[src/rtl/mtnp_pkg.sv]
// ----------------------------------------------------------------------------
// mtnp_pkg
// shared types, character codes and pitch table for the melody text parser
// ----------------------------------------------------------------------------
package mtnp_pkg;

   localparam int unsigned CharWidth   = 8;
   localparam int unsigned FreqWidth   = 16;
   localparam int unsigned PeriodWidth = 20;
   localparam int unsigned MsWidth     = 16;
   localparam int unsigned ValWidth    = 16;
   localparam int unsigned OctWidth    = 8;
   localparam int unsigned DivWidth    = 32;

   localparam logic [CharWidth-1:0] ChComma = 8'h2C;
   localparam logic [CharWidth-1:0] ChColon = 8'h3A;
   localparam logic [CharWidth-1:0] ChPlus  = 8'h2B;
   localparam logic [CharWidth-1:0] ChMinus = 8'h2D;
   localparam logic [CharWidth-1:0] ChHash  = 8'h23;
   localparam logic [CharWidth-1:0] ChDot   = 8'h2E;

   localparam logic [ValWidth-1:0] ResetLength = 16'd4;
   localparam logic [OctWidth-1:0] ResetOctave = 8'd6;
   localparam logic [ValWidth-1:0] ResetTempo  = 16'd63;
   localparam logic [DivWidth-1:0] MsNumerator  = 32'd240000;
   localparam logic [DivWidth-1:0] TickNumerator = 32'd1000000;

   typedef enum logic [1:0] {
      SEC_HEADER   = 2'd0,
      SEC_DEFAULTS = 2'd1,
      SEC_NOTES    = 2'd2
   } section_type;

   // header/defaults phases and note phases share one register
   typedef enum logic [2:0] {
      PH_START = 3'd0,
      PH_SKIP  = 3'd1,
      PH_LEAD  = 3'd2,
      PH_POS   = 3'd3,
      PH_NEG   = 3'd4,
      PH_SCAN  = 3'd5
   } phase_type;

   localparam logic [2:0] NpStart  = 3'd0;
   localparam logic [2:0] NpDigits = 3'd1;
   localparam logic [2:0] NpAcc    = 3'd2;
   localparam logic [2:0] NpOct    = 3'd3;
   localparam logic [2:0] NpDot    = 3'd4;
   localparam logic [2:0] NpDone   = 3'd5;

   typedef enum logic [1:0] {
      KEY_NONE = 2'd0,
      KEY_D    = 2'd1,
      KEY_O    = 2'd2,
      KEY_B    = 2'd3
   } key_type;

   typedef enum logic [1:0] {
      ACC_NONE  = 2'd0,
      ACC_SHARP = 2'd1,
      ACC_FLAT  = 2'd2
   } accidental_type;

   // controller -> datapath
   typedef struct packed {
      logic parse;      // apply one character
      logic load_div;   // start a division (numerator select below)
      logic div_ms;     // 1: ms division, 0: period division
      logic capture;    // latch note fields for result
   } cmd_type;

   // datapath -> controller
   typedef struct packed {
      logic note_done;  // character closed a valid note
      logic div_busy;
   } status_type;

   function automatic logic [FreqWidth-1:0] pitch(input logic [1:0] row,
                                                   input logic [2:0] letter);
      logic [FreqWidth-1:0] f;
      f = '0;
      unique case (row)
         ACC_SHARP: begin
            unique case (letter)
               3'd0: f = 16'd276;
               3'd1: f = 16'd311;
               3'd2: f = 16'd348;
               3'd3: f = 16'd369;
               3'd4: f = 16'd415;
               3'd5: f = 16'd466;
               3'd6: f = 16'd522;
               default: f = '0;
            endcase
         end
         ACC_FLAT: begin
            unique case (letter)
               3'd0: f = 16'd246;
               3'd1: f = 16'd277;
               3'd2: f = 16'd310;
               3'd3: f = 16'd329;
               3'd4: f = 16'd369;
               3'd5: f = 16'd415;
               3'd6: f = 16'd465;
               default: f = '0;
            endcase
         end
         default: begin
            unique case (letter)
               3'd0: f = 16'd261;
               3'd1: f = 16'd294;
               3'd2: f = 16'd329;
               3'd3: f = 16'd349;
               3'd4: f = 16'd392;
               3'd5: f = 16'd440;
               3'd6: f = 16'd493;
               default: f = '0;
            endcase
         end
      endcase
      return f;
   endfunction

endpackage

[src/rtl/mtnp_divider.sv]
// ----------------------------------------------------------------------------
// mtnp_divider
// radix-2 restoring divider, one quotient bit per cycle
// ----------------------------------------------------------------------------
module mtnp_divider
   import mtnp_pkg::*;
(
   input  logic                clock,
   input  logic                reset,
   input  logic                start,
   input  logic [DivWidth-1:0] dividend,
   input  logic [DivWidth-1:0] divisor,
   output logic                busy,
   output logic [DivWidth-1:0] quotient
);

   localparam int unsigned CntWidth = $clog2(DivWidth + 1);

   logic [DivWidth-1:0] rem_ff, rem_in;
   logic [DivWidth-1:0] quo_ff, quo_in;
   logic [DivWidth-1:0] dvs_ff, dvs_in;
   logic [CntWidth-1:0] cnt_ff, cnt_in;
   logic [DivWidth:0]   trial;

   always_comb begin
      rem_in = rem_ff;
      quo_in = quo_ff;
      dvs_in = dvs_ff;
      cnt_in = cnt_ff;
      trial  = {rem_ff, quo_ff[DivWidth-1]};
      if (start) begin
         rem_in = '0;
         quo_in = dividend;
         dvs_in = divisor;
         cnt_in = CntWidth'(DivWidth);
      end else if (cnt_ff != '0) begin
         cnt_in = cnt_ff - 1'b1;
         if (trial >= {1'b0, dvs_ff}) begin
            rem_in = DivWidth'(trial - {1'b0, dvs_ff});
            quo_in = {quo_ff[DivWidth-2:0], 1'b1};
         end else begin
            rem_in = trial[DivWidth-1:0];
            quo_in = {quo_ff[DivWidth-2:0], 1'b0};
         end
      end
   end

   always_ff @(posedge clock) begin
      if (reset) begin
         cnt_ff <= '0;
      end else begin
         cnt_ff <= cnt_in;
      end
      rem_ff <= rem_in;
      quo_ff <= quo_in;
      dvs_ff <= dvs_in;
   end

   assign busy     = (cnt_ff != '0);
   assign quotient = quo_ff;

endmodule

[src/rtl/mtnp_datapath.sv]
// ----------------------------------------------------------------------------
// mtnp_datapath
// character parsing state, note fields and result arithmetic
// ----------------------------------------------------------------------------
module mtnp_datapath
   import mtnp_pkg::*;
(
   input  logic                   clock,
   input  logic                   reset,
   input  cmd_type                cmd,
   input  logic [CharWidth-1:0]   char_code,
   output status_type             status,
   output logic                   is_rest,
   output logic [FreqWidth-1:0]   frequency_hz,
   output logic [PeriodWidth-1:0] period_ticks,
   output logic [MsWidth-1:0]     duration_ms,
   output logic                   divide_error,
   output logic                   last_note
);

   section_type          section_ff, section_in;
   logic [2:0]           phase_ff, phase_in;
   key_type              key_ff, key_in;
   logic [ValWidth-1:0]  acc_ff, acc_in;
   logic [ValWidth-1:0]  dlen_ff, dlen_in;
   logic [OctWidth-1:0]  doct_ff, doct_in;
   logic [ValWidth-1:0]  tempo_ff, tempo_in;
   logic [2:0]           letter_ff, letter_in;
   accidental_type       accd_ff, accd_in;
   logic [OctWidth-1:0]  noct_ff, noct_in;
   logic [ValWidth-1:0]  nlen_ff, nlen_in;
   logic                 ninv_ff, ninv_in;

   logic [FreqWidth-1:0] freq_ff;
   logic [DivWidth-1:0]  prod_ff;
   logic                 last_ff;

   logic                 is_dig, is_sp, ready_now, close;
   logic [3:0]           dig;
   logic [ValWidth-1:0]  acc10, val;
   logic [3:0]           lcode;

   assign is_dig = (char_code >= 8'h30) && (char_code <= 8'h39);
   assign is_sp  = (char_code == 8'h20) || ((char_code >= 8'h09) && (char_code <= 8'h0D));
   assign dig    = char_code[3:0];
   assign ready_now = (phase_ff >= NpAcc) && (phase_ff <= NpDone) && !ninv_ff;

   always_comb begin
      unique case (char_code)
         8'h63:   lcode = 4'd0;
         8'h64:   lcode = 4'd1;
         8'h65:   lcode = 4'd2;
         8'h66:   lcode = 4'd3;
         8'h67:   lcode = 4'd4;
         8'h61:   lcode = 4'd5;
         8'h62:   lcode = 4'd6;
         8'h70:   lcode = 4'd7;
         default: lcode = 4'd8;
      endcase
   end

   always_comb begin
      section_in = section_ff;
      phase_in   = phase_ff;
      key_in     = key_ff;
      acc_in     = acc_ff;
      dlen_in    = dlen_ff;
      doct_in    = doct_ff;
      tempo_in   = tempo_ff;
      letter_in  = letter_ff;
      accd_in    = accd_ff;
      noct_in    = noct_ff;
      nlen_in    = nlen_ff;
      ninv_in    = ninv_ff;
      close      = 1'b0;
      acc10      = ValWidth'(acc_ff * 10 + dig);
      val        = '0;
      if (cmd.parse) begin
         if (char_code == '0) begin
            close      = (section_ff == SEC_NOTES) && ready_now;
            section_in = SEC_HEADER;
            phase_in   = PH_START;
            key_in     = KEY_NONE;
            acc_in     = '0;
            dlen_in    = ResetLength;
            doct_in    = ResetOctave;
            tempo_in   = ResetTempo;
            letter_in  = '0;
            accd_in    = ACC_NONE;
            noct_in    = '0;
            nlen_in    = '0;
            ninv_in    = 1'b0;
         end else if (section_ff != SEC_NOTES) begin
            // a value store is wanted when val_store set
            logic val_store;
            logic scan;
            val_store = 1'b0;
            scan      = 1'b0;
            unique case (phase_ff)
               PH_START: begin
                  if (section_ff == SEC_HEADER && (char_code == 8'h6D ||
                      char_code == 8'h63 || char_code == 8'h73 || char_code == 8'h72)) begin
                     key_in   = KEY_NONE;
                     phase_in = PH_SKIP;
                  end else if (section_ff == SEC_DEFAULTS && (char_code == 8'h64 ||
                      char_code == 8'h6F || char_code == 8'h62)) begin
                     key_in   = (char_code == 8'h64) ? KEY_D :
                                (char_code == 8'h6F) ? KEY_O : KEY_B;
                     acc_in   = '0;
                     val      = '0;
                     val_store = 1'b1;
                     phase_in = PH_SKIP;
                  end else begin
                     scan = 1'b1;
                  end
               end
               PH_SKIP: phase_in = (key_ff == KEY_NONE) ? PH_SCAN : PH_LEAD;
               PH_LEAD: begin
                  if (is_sp) begin
                  end else if (char_code == ChPlus) begin
                     phase_in = PH_POS;
                  end else if (char_code == ChMinus) begin
                     phase_in = PH_NEG;
                  end else if (is_dig) begin
                     acc_in    = ValWidth'(dig);
                     val       = ValWidth'(dig);
                     val_store = 1'b1;
                     phase_in  = PH_POS;
                  end else begin
                     scan = 1'b1;
                  end
               end
               PH_POS, PH_NEG: begin
                  if (is_dig) begin
                     acc_in    = acc10;
                     val       = (phase_ff == PH_NEG) ? ValWidth'(-acc10) : acc10;
                     val_store = 1'b1;
                  end else begin
                     scan = 1'b1;
                  end
               end
               default: scan = 1'b1;
            endcase
            if (val_store) begin
               unique case (key_in)
                  KEY_D:   dlen_in  = val;
                  KEY_O:   doct_in  = val[OctWidth-1:0];
                  KEY_B:   tempo_in = val;
                  default: ;
               endcase
            end
            if (scan) begin
               if (char_code == ChComma) begin
                  phase_in = PH_START;
               end else if (char_code == ChColon) begin
                  key_in = KEY_NONE;
                  if (section_ff == SEC_HEADER) begin
                     section_in = SEC_DEFAULTS;
                     phase_in   = PH_START;
                  end else begin
                     section_in = SEC_NOTES;
                     phase_in   = NpStart;
                     letter_in  = '0;
                     accd_in    = ACC_NONE;
                     noct_in    = doct_ff;
                     nlen_in    = dlen_ff;
                     ninv_in    = 1'b0;
                  end
               end else begin
                  phase_in = PH_SCAN;
               end
            end
         end else if (char_code == ChComma) begin
            close     = ready_now;
            phase_in  = NpStart;
            letter_in = '0;
            accd_in   = ACC_NONE;
            noct_in   = doct_ff;
            nlen_in   = dlen_ff;
            ninv_in   = 1'b0;
         end else begin
            logic oct_chk;
            logic dot_chk;
            oct_chk = 1'b0;
            dot_chk = 1'b0;
            priority case (phase_ff)
               NpStart, NpDigits: begin
                  if (is_dig) begin
                     nlen_in  = ValWidth'(((phase_ff == NpStart) ? '0 : nlen_ff) * 10 + dig);
                     phase_in = NpDigits;
                  end else if (lcode[3]) begin
                     ninv_in  = 1'b1;
                     phase_in = NpDone;
                  end else begin
                     letter_in = lcode[2:0];
                     phase_in  = NpAcc;
                  end
               end
               NpAcc: begin
                  if (char_code == ChHash) begin
                     accd_in = ACC_SHARP; phase_in = NpOct;
                  end else if (char_code == 8'h62) begin
                     accd_in = ACC_FLAT; phase_in = NpOct;
                  end else begin
                     oct_chk = 1'b1;
                  end
               end
               NpOct:   oct_chk = 1'b1;
               NpDot:   dot_chk = 1'b1;
               default: ;
            endcase
            if (oct_chk) begin
               if (is_dig) begin
                  noct_in  = OctWidth'(dig);
                  phase_in = NpDot;
               end else begin
                  dot_chk = 1'b1;
               end
            end
            if (dot_chk) begin
               if (char_code == ChDot) begin
                  nlen_in = ValWidth'(({2'b0, nlen_ff} * 18'd3) >> 1);
               end
               phase_in = NpDone;
            end
         end
      end
   end

   // frequency of the note being closed
   logic [FreqWidth-1:0] base_f, shf_f;
   logic signed [OctWidth:0] sh;
   always_comb begin
      base_f = pitch(accd_ff, letter_ff);
      sh     = $signed({1'b0, noct_ff}) - 9'sd4;
      if (sh > 0) begin
         shf_f = (sh >= 16) ? '0 : FreqWidth'(base_f << sh[3:0]);
      end else if (sh < 0) begin
         shf_f = (sh <= -16) ? '0 : (base_f >> 4'(-sh));
      end else begin
         shf_f = base_f;
      end
   end

   always_ff @(posedge clock) begin
      if (reset) begin
         section_ff <= SEC_HEADER;
         phase_ff   <= PH_START;
         key_ff     <= KEY_NONE;
         acc_ff     <= '0;
         dlen_ff    <= ResetLength;
         doct_ff    <= ResetOctave;
         tempo_ff   <= ResetTempo;
         letter_ff  <= '0;
         accd_ff    <= ACC_NONE;
         noct_ff    <= '0;
         nlen_ff    <= '0;
         ninv_ff    <= 1'b0;
      end else begin
         section_ff <= section_in;
         phase_ff   <= phase_in;
         key_ff     <= key_in;
         acc_ff     <= acc_in;
         dlen_ff    <= dlen_in;
         doct_ff    <= doct_in;
         tempo_ff   <= tempo_in;
         letter_ff  <= letter_in;
         accd_ff    <= accd_in;
         noct_ff    <= noct_in;
         nlen_ff    <= nlen_in;
         ninv_ff    <= ninv_in;
      end
      if (cmd.parse && close) begin
         freq_ff <= shf_f;
         prod_ff <= tempo_ff * nlen_ff;
         last_ff <= (char_code == '0);
      end
   end

   // shared divider
   logic                div_busy;
   logic [DivWidth-1:0] quo;
   mtnp_divider u_div (
      .clock    (clock),
      .reset    (reset),
      .start    (cmd.load_div),
      .dividend (cmd.div_ms ? MsNumerator : TickNumerator),
      .divisor  (cmd.div_ms ? prod_ff : DivWidth'(freq_ff)),
      .busy     (div_busy),
      .quotient (quo)
   );

   logic [PeriodWidth-1:0] per_ff;
   always_ff @(posedge clock) begin
      if (cmd.capture) begin
         if (cmd.div_ms) begin
            duration_ms  <= (prod_ff == '0) ? '0 : quo[MsWidth-1:0];
            divide_error <= (prod_ff == '0);
            frequency_hz <= freq_ff;
            is_rest      <= (freq_ff == '0);
            last_note    <= last_ff;
            period_ticks <= per_ff;
         end else begin
            per_ff <= (freq_ff == '0) ? '0 : quo[PeriodWidth-1:0];
         end
      end
   end

   assign status.note_done = cmd.parse && close;
   assign status.div_busy  = div_busy;

endmodule

[src/rtl/mtnp_control.sv]
// ----------------------------------------------------------------------------
// mtnp_control
// sequencer: parse a character, run both divisions, present the result
// ----------------------------------------------------------------------------
module mtnp_control
   import mtnp_pkg::*;
(
   input  logic       clock,
   input  logic       reset,
   input  logic       req_valid,
   output logic       req_ready,
   output logic       rsp_valid,
   input  logic       rsp_ready,
   input  status_type status,
   output cmd_type    cmd
);

   typedef enum logic [5:0] {
      ST_IDLE   = 6'b000001,
      ST_PER_GO = 6'b000010,
      ST_PER    = 6'b000100,
      ST_MS_GO  = 6'b001000,
      ST_MS     = 6'b010000,
      ST_OUT    = 6'b100000
   } state_type;

   state_type state_ff, state_in;
   logic      rsp_valid_ff, rsp_valid_in;

   // a new character may enter while the previous result waits
   assign req_ready = (state_ff == ST_IDLE);

   always_comb begin
      state_in     = state_ff;
      rsp_valid_in = rsp_valid_ff && !rsp_ready;
      cmd          = '0;
      unique case (state_ff)
         ST_IDLE: begin
            cmd.parse = req_valid;
            if (status.note_done) state_in = ST_PER_GO;
         end
         ST_PER_GO: begin
            cmd.load_div = 1'b1;
            state_in     = ST_PER;
         end
         ST_PER: if (!status.div_busy) begin
            cmd.capture = 1'b1;
            state_in    = ST_MS_GO;
         end
         ST_MS_GO: begin
            cmd.load_div = 1'b1;
            cmd.div_ms   = 1'b1;
            state_in     = ST_MS;
         end
         ST_MS: begin
            cmd.div_ms = 1'b1;
            if (!status.div_busy) state_in = ST_OUT;
         end
         ST_OUT: if (!rsp_valid_ff || rsp_ready) begin
            cmd.div_ms   = 1'b1;
            cmd.capture  = 1'b1;
            rsp_valid_in = 1'b1;
            state_in     = ST_IDLE;
         end
         default: state_in = ST_IDLE;
      endcase
   end

   always_ff @(posedge clock) begin
      if (reset) begin
         state_ff     <= ST_IDLE;
         rsp_valid_ff <= 1'b0;
      end else begin
         state_ff     <= state_in;
         rsp_valid_ff <= rsp_valid_in;
      end
   end

   assign rsp_valid = rsp_valid_ff;

   a_one_hot: assert property (@(posedge clock) disable iff (reset) $onehot(state_ff))
      else $error("state not one-hot");
   a_no_parse_busy: assert property (@(posedge clock) disable iff (reset)
      cmd.parse |-> (state_ff == ST_IDLE)) else $error("parse outside idle");
   a_note_starts_div: assert property (@(posedge clock) disable iff (reset)
      status.note_done |=> (state_ff == ST_PER_GO)) else $error("note not divided");

endmodule

[src/rtl/melody_text_note_parser.sv]
// ----------------------------------------------------------------------------
// melody_text_note_parser
// parses melody text one character per item and emits one note item per note
// ----------------------------------------------------------------------------
// sequence: a note-closing character runs two divisions in turn, period then
//   ms, on one shared radix-2 divider before its result is presented
// throughput: one character per cycle between notes; no character is accepted
//   while a note is being divided, and input also stalls while a second finished
//   note waits on rsp_ready
// reset: synchronous; parser returns to the header section with defaults
//   length 4, octave 6, tempo 63; no result is pending
module melody_text_note_parser
   import mtnp_pkg::*;
(
   input  logic                   clock,
   input  logic                   reset,
   input  logic                   req_valid,
   output logic                   req_ready,
   input  logic [CharWidth-1:0]   req_char_code,
   output logic                   rsp_valid,
   input  logic                   rsp_ready,
   output logic                   rsp_is_rest,
   output logic [FreqWidth-1:0]   rsp_frequency_hz,
   output logic [PeriodWidth-1:0] rsp_period_ticks,
   output logic [MsWidth-1:0]     rsp_duration_ms,
   output logic                   rsp_divide_error,
   output logic                   rsp_last_note,
   output logic                   rsp_playing
);

   cmd_type    cmd;
   status_type status;

   // controller owns the handshakes and the divide sequence
   mtnp_control u_ctrl (
      .clock     (clock),
      .reset     (reset),
      .req_valid (req_valid),
      .req_ready (req_ready),
      .rsp_valid (rsp_valid),
      .rsp_ready (rsp_ready),
      .status    (status),
      .cmd       (cmd)
   );

   // datapath holds the parse state, note fields and divider
   mtnp_datapath u_dp (
      .clock        (clock),
      .reset        (reset),
      .cmd          (cmd),
      .char_code    (req_char_code),
      .status       (status),
      .is_rest      (rsp_is_rest),
      .frequency_hz (rsp_frequency_hz),
      .period_ticks (rsp_period_ticks),
      .duration_ms  (rsp_duration_ms),
      .divide_error (rsp_divide_error),
      .last_note    (rsp_last_note)
   );

   // playing is simply the complement of the closing flag
   assign rsp_playing = !rsp_last_note;

endmodule

[config.mk]
export PLATFORM = sky130hd
export DESIGN_NAME = melody_text_note_parser
export DESIGN_NICKNAME = d
export VERILOG_FILES = /design/src/rtl/mtnp_pkg.sv /design/src/rtl/mtnp_divider.sv /design/src/rtl/mtnp_datapath.sv /design/src/rtl/mtnp_control.sv /design/src/rtl/melody_text_note_parser.sv
export SDC_FILE = /design/constraint.sdc
export NUM_CORES = 2
export LEC_CHECK = 0
export ABC_AREA = 1
export BUFFER_PORTS_ARGS = -buffer_cell sky130_fd_sc_hd__buf_2
export CAP_MARGIN = 20
export CORE_ASPECT_RATIO = 1.2
export CORE_MARGIN = 8
export CORE_UTILIZATION = 45
export DETAILED_ROUTE_END_ITERATION = 7
export RECOVER_POWER = 25
export SETUP_SLACK_MARGIN = 0.15
export SLEW_MARGIN = 20
export SYNTH_ARGS = -nofsm -noshare
export SYNTH_HDL_FRONTEND = slang
export SYNTH_SLANG_ARGS = --single-unit
[constraint.sdc]
create_clock -name clock -period 7.15 [get_ports clock]
set_clock_uncertainty 0.2 [all_clocks]
set_input_delay 1.7875 -clock clock [delete_from_list [all_inputs] [get_ports clock]]
set_output_delay 1.7875 -clock clock [all_outputs]
set_load 0.03 [all_outputs]
==> Word-level counts from Yosys, hierarchy flattened <==
Index checks and enable logic that the tools add are counted.
{ "word_totals": {"elab_cells": 372, "out_inout_bits": 58, "regBits": 326} }
{ "classes": {"add_sub_neg": 7, "n_shift": 2, "muxes": 189, "bitwise": 1, "mul": 4, "n_eq_ne": 65, "n_reduce_logical": 63, "order_cmp": 11} }
{ "op_table": {"columns": ["op", "n"], "rows": [
  ["16-bit two-way mux", 39],
  ["9-bit case mux with 7 select lines", 2],
  ["8-bit two-way mux", 13],
  ["8-bit by 7-bit == test with 1-bit output (second input constant)", 12],
  ["32-bit two-way mux", 3],
  ["3-bit two-way mux", 30],
  ["10-bit case mux with 7 select lines", 1],
  ["16-bit case mux with 2 select lines", 2],
  ["2-bit two-way mux", 29],
  ["8-bit by 6-bit == test with 1-bit output (second input constant)", 7],
  ["1-bit two-way mux", 52],
  ["16-bit case mux with 3 select lines", 1],
  ["6-bit two-way mux", 6],
  ["6-bit case mux with 6 select lines", 1],
  ["33-bit by 32-bit greater-or-equal comparator with 1-bit output", 1],
  ["16-bit by 4-bit adder with 16-bit output", 2],
  ["32-bit logical NOT", 1],
  ["16-bit by 16-bit multiplier with 32-bit output", 1],
  ["32-bit by 3-bit multiplier with 15-bit output (second input constant)", 1],
  ["4-bit case mux with 8 select lines", 1],
  ["32-bit subtractor", 1],
  ["4-bit nonzero test", 6],
  ["3-bit by 2-bit inequality test with 1-bit output (second input constant)", 7],
  ["20-bit two-way mux", 1],
  ["other kinds (61)", 122]
]} }

==> Depth between registers and ports, before layout <==
{ "depth": {"ltp_word": 17, "mapped_depth": 29, "mapped_depth_nobuf": 27} }

==> By module <==
From an unflattened synthesis, not the netlist that was laid out.
{ "unflattened": {"hier_cells": 4222, "hier_area_um2": 30407.9} }
{ "modules_own_cells": {"columns": ["module", "area_each_um2", "instances", "seq_area_each_um2", "cells_each"], "rows": [
  ["mtnp_datapath", 23030.8, 1, 5565.3, 3145],
  ["mtnp_divider", 6945.4, 1, 2682.6, 1014],
  ["mtnp_control", 427.9, 1, 140.1, 62],
  ["melody_text_note_parser", 3.8, 1, 0.0, 1]
]} }

==> Worst setup path before layout <==
No wires, ideal clock.
{ "synth_path": {"kind": "input port to flip-flop", "from": "input port req_char_code[0]", "to": "register u_ctrl.state_ff[5]", "path_slack_ps": 125, "cell_stages": 12, "arrival_time_ps": 6756, "setup_ps": 70, "cell_sequence": "buf_2 -> nor2_4 -> nand2_1 -> inv_2 -> nand2_2 -> inv_2 -> a21oi_1 -> nor3_1 -> nor2_1 -> nor4_2 -> o21ai_0 -> a21oi_1"} }
{ "synth_lines": {"columns": ["item", "line", "rtl"], "rows": [
  ["from (decl)", "melody_text_note_parser.sv:19", "input logic [CharWidth-1:0] req_char_code,"],
  ["to (signal assigned)", "mtnp_control.sv:74", "state_ff <= state_in;"],
  ["to (decl)", "mtnp_control.sv:27", "state_type state_ff, state_in;"]
]} }

==> Worst setup path after layout <==
{ "layout_path": {"from": "register u_dp.nlen_ff[2]", "to": "register u_dp.prod_ff[28], data pin"} }
{ "layout_between": {"elab_chain_len": 1} }
{ "layout_rtl": {"columns": ["item", "line", "rtl"], "rows": [
  ["from (decl)", "mtnp_datapath.sv:31", "logic [ValWidth-1:0] nlen_ff, nlen_in;"],
  ["from (signal assigned)", "mtnp_datapath.sv:270", "nlen_ff <= nlen_in;"],
  ["16-bit by 16-bit multiplier with 32-bit output", "mtnp_datapath.sv:275", "prod_ff <= tempo_ff * nlen_ff;"],
  ["to (signal assigned)", "mtnp_datapath.sv:275", null],
  ["to (decl)", "mtnp_datapath.sv:35", "logic [DivWidth-1:0] prod_ff;"]
]} }
No other way between the ends.
A chain may end at the register's enable or synchronous reset.

==> key figures <==
Timing
  – Period utilisation layout: 90.8%
  – Relative slew slack: -96.8%
  – Fmax: 0.154 GHz
  – RSZ-0062 raised after global routing: no
  – Final hold vios: 0
  – Setup-failing EPs final: 0
  – PnR worst setup slack: 0.655 ns
  – Min Tclk post-route: 6.50 ns
  – Worst Tran Pin Value: 2.95 ns
  – Max-slew violation count: 115
  – Setup tns final: 0 ns

Die
  – I/O pins: 70
  – Initial Utilization: 45.3%
  – Die Ht: 292 um
  – Die Footprint: 71900 um2
  – Die width: 246 um
  – Placeable Area: 63100 um2
  – Site row count: 101

Run status
  – Failing checks: max-capacitance violations, max-slew violations
  – Status: finished, violations left

Routing
  – Final ANT Viol Nets: 0
  – Via count: 23.6k
  – Initial DRC Count: 1571
  – # DRC: 0
  – First-pass iteration count of the detailed router: 5
  – Routed WL: 71.2 mm
  – Wire per inst: 15.4 um
  – Via density: 5.09

Logic synthesis
  – Synth unique cells: 66
  – Mean Syn Cell Area: 7.58 um2
  – Asr flop ratio synth: 0%
  – Seq/Total Area, Yosys: 29.4%
  – Yosys reg bits: 325
  – Leading area contributor after synthesis: edfxtp_1
  – Synth top area cells: edfxtp_1 20%, fa_1 14%, nand2_1 12%
  – Post-synth top area share: 19.8%
  – Warnings from Yosys: 0
  – Mapped Cells: 3769
  – EDFF count, synth: 188
  – Synthesized cell area: 28600 um2
  – Syn Nets: 4193
  – Prevailing post-synth register cell: edfxtp_1

Critical path
  – Crit-path cells: nand2_1, fa_1, fa_1, fa_1, fa_1, inv_1, fa_1, inv_1, fa_1, inv_1, ha_1, nand2_1, o21ai_0, a21oi_1, o21bai_1, a21oi_1, o21ai_0, nand2_1, nand3_1, nand2_1
  – R2R cell count: 20
  – Top delay family on crit path: adder cells
  – WP data required: 7.27 ns
  – Critical Path AT: 6.61 ns
  – Critical path startpoint: u_dp.nlen_ff[2]
  – Reg-to-reg setup timing slack: 0.65 ns
  – CP bufs+invs: 3
  – Crit path capture type: flip-flop
  – Highest-delay cell along the critical path: dfxtp_1
  – Most frequent CP cell: fa_1
  – Crit-path max cell delay: 0.83 ns
  – CP max FO: 21
  – Startpoint types: flip-flop
  – Reg2Reg Launch Point: u_dp.nlen_ff[2]
  – R2r endpoint: u_dp.prod_ff[28]
  – Worst setup path class: reg2reg

Clock tree
  – CTS Sinks: 325
  – Inserted Clock Buffers: 38
  – Clock Latency Late Sink: 0.58 ns
  – CTS tree: built
  – Worst-path clk slew: 0.06 ns
  – Setup Buffers After CTS: 0
  – Post-cts hold buffer count: 0
  – Clk root buf: clkbuf_16
  – Clock buffer depth: 3
  – Post-cts sizing count: 0
  – H-tree levels: 2

Hold path
  – Worst hold path endpoint: u_dp.period_ticks[5]
  – Min-delay src: u_dp.per_ff[5]
  – Depth of the worst hold-timing path: 0
  – Min-delay worst type: reg2reg

Final layout
  – Final core occ: 49.1%
  – Area Overhead vs Synth: 8.44%
  – Fraction of layout cells with a size suffix above 1: 6.14%
  – Layout Nets: 4205
  – # diodes: 0
  – Fill cells: 6293

GRT
  – Antenna violations before repair: 0
  – First-pass GRT wire length: 118 mm
  – Vias in the first global route: 23.5k
  – Pin count of the biggest net entering global routing: 63
  – Grt ovf: 0
  – GRT Util Overall: 19.9%

Placement
  – Setup WS pre-CTS: 0.612 ns
  – Hpwl dp: 55.9 mm
  – Final GP Congestion: 0.919
  – Port bufs: 69

Flow run
  – Max-cap violations: 2

Power and ir drop
  – VDD IR-drop max: 0.178 mV
  – Pleak: 15.5 nW
  – Power Total: 6.60 mW
  – Cell area power density: 213 nW/um2
-- report_power, final --
| group | total [mW] | internal, mW | switching (mW) |
|---|---|---|---|
| clock network | 2.03 | 1.18 | 0.853 |
| registers | 2.46 | 2.33 | 0.134 |
| logic | 2.11 | 0.733 | 1.38 |
-- how the worst max path moves through the flow --
| stage | endpoint | depth (start not counted) | slack (ns) |
|---|---|---|---|
| final | u_dp.prod_ff[28] | 20 | 0.65 |
| after global routing | u_dp.prod_ff[28] | 20 | 0.16 |
| after CTS | u_dp.prod_ff[28] | 20 | 0.61 |
| after detailed placement | u_dp.prod_ff[28] | 20 | 0.61 |
| after global placement | u_dp.prod_ff[28] | 20 | 0.72 |
| after floorplan | u_dp.prod_ff[28] | 24 | 1.01 |
-- sequential cells by signal, indices dropped and copies added, names as in the netlist, 3 cells and up --
register	flops
u_dp.letter_ff	3
u_dp.u_div.cnt_ff	6
u_ctrl.state_ff	6
u_dp.doct_ff	8
u_dp.tempo_ff	16
u_dp.phase_ff	3
u_dp.dlen_ff	16
u_dp.u_div.quotient	32
u_dp.prod_ff	32
u_dp.freq_ff	16
u_dp.period_ticks	20
u_dp.acc_ff	15
u_dp.u_div.dvs_ff	32
u_dp.nlen_ff	16
u_dp.noct_ff	8
u_dp.frequency_hz	16
u_dp.duration_ms	16
u_dp.per_ff	20
u_dp.u_div.rem_ff	32
-- area by class of cell --
class                      instances  area (um2)  area share, %
clock buffer                      46        1010           3.26
clock inverter                    24         308          0.993
inverter                         723        2720           8.77
multi-input combinational       2587       16900           54.6
sequential                       325        8390           27.1
tap                              824        1030           3.33
timing repair buffer             106         604           1.95
-- per-stage QoR --
step | std cells | instance area [um2] | hold slack (ns)
final | 4635 | 31000 | 0.218
after global routing | 4635 | 31000 | 0.220
after CTS | 4635 | 31000 | 0.219
after detailed placement | 4565 | 29700 | 0.205
after global placement | 4565 | 29700 | 0.200
after floorplan | 3769 | 28600 | 0.200
-- kinds of logic (layout without fill, tap and decap cells) --
group / after synthesis / count (layout) / synth area share [%]
DFF: 325 / 325 / 29.4
and+or+nand+nor: 1515 / 1515 / 21.9
AOI/OAI and AO/OA: 560 / 560 / 10.9
adders and majority gates: 412 / 412 / 23.3
xor gates and xnor gates: 99 / 99 / 3.03
buffers and inverters: 857 / 899 / 11.5
muxes: 1 / 1 / 0.0350
-- cell usage after synthesis, drive strengths merged (3+ instances only) --
| library cell | count |
|---|---|
| nor4 | 15 |
| a31oi | 16 |
| a22oi | 4 |
| ha | 212 |
| o21a | 6 |
| o31ai | 3 |
| o211ai | 32 |
| clkbuf | 103 |
| a211oi | 7 |
| buf | 31 |
| fa | 200 |
| dfxtp | 137 |
| o21bai | 10 |
| xnor2 | 41 |
| and2 | 3 |
| o21ai | 215 |
| nand3b | 6 |
| nand3 | 146 |
| nor3 | 41 |
| edfxtp | 188 |
| o22ai | 11 |
| nand2 | 931 |
| or2 | 9 |
| nor2 | 329 |
| a21oi | 228 |
| xor2 | 58 |
| a21o | 7 |
| clkinv | 5 |
| nand4 | 32 |
| inv | 718 |
| a21boi | 7 |
-- per-layer routing --
| metal | vias to the layer above | GRT usage [%] | share of wire (%) |
|---|---|---|---|
| li1 | 12000 | - | - |
| met1 | 11100 | 24.5 | 44 |
| met2 | 444 | 35.4 | 49 |
| met3 | 133 | 2.45 | 4.0 |
| met4 | 0 | 6.81 | 3.2 |
| met5 | - | 0 | 0 |
-- cell usage in the layout, fill, tap and decap left out, drive strengths merged, types with 58 or more instances in the layout --
cell type | netlist | layout
a21oi | 228 | 228
buf | 31 | 101
dfxtp | 137 | 137
edfxtp | 188 | 188
fa | 200 | 200
ha | 212 | 212
inv | 718 | 721
nand2 | 931 | 931
nand3 | 146 | 146
nor2 | 329 | 329
o21ai | 215 | 215
xor2 | 58 | 58
-- worst register-to-register path: cells and delay by family, from the launching register on --
family / cells / cell delay (ns)
buf+inv: 3 / 0.16
compound gates: 5 / 1.16
fa+ha+maj: 7 / 3.38
flops: 1 / 0.83
simple gates: 5 / 0.50
Power figures use the tool's default switching activity.
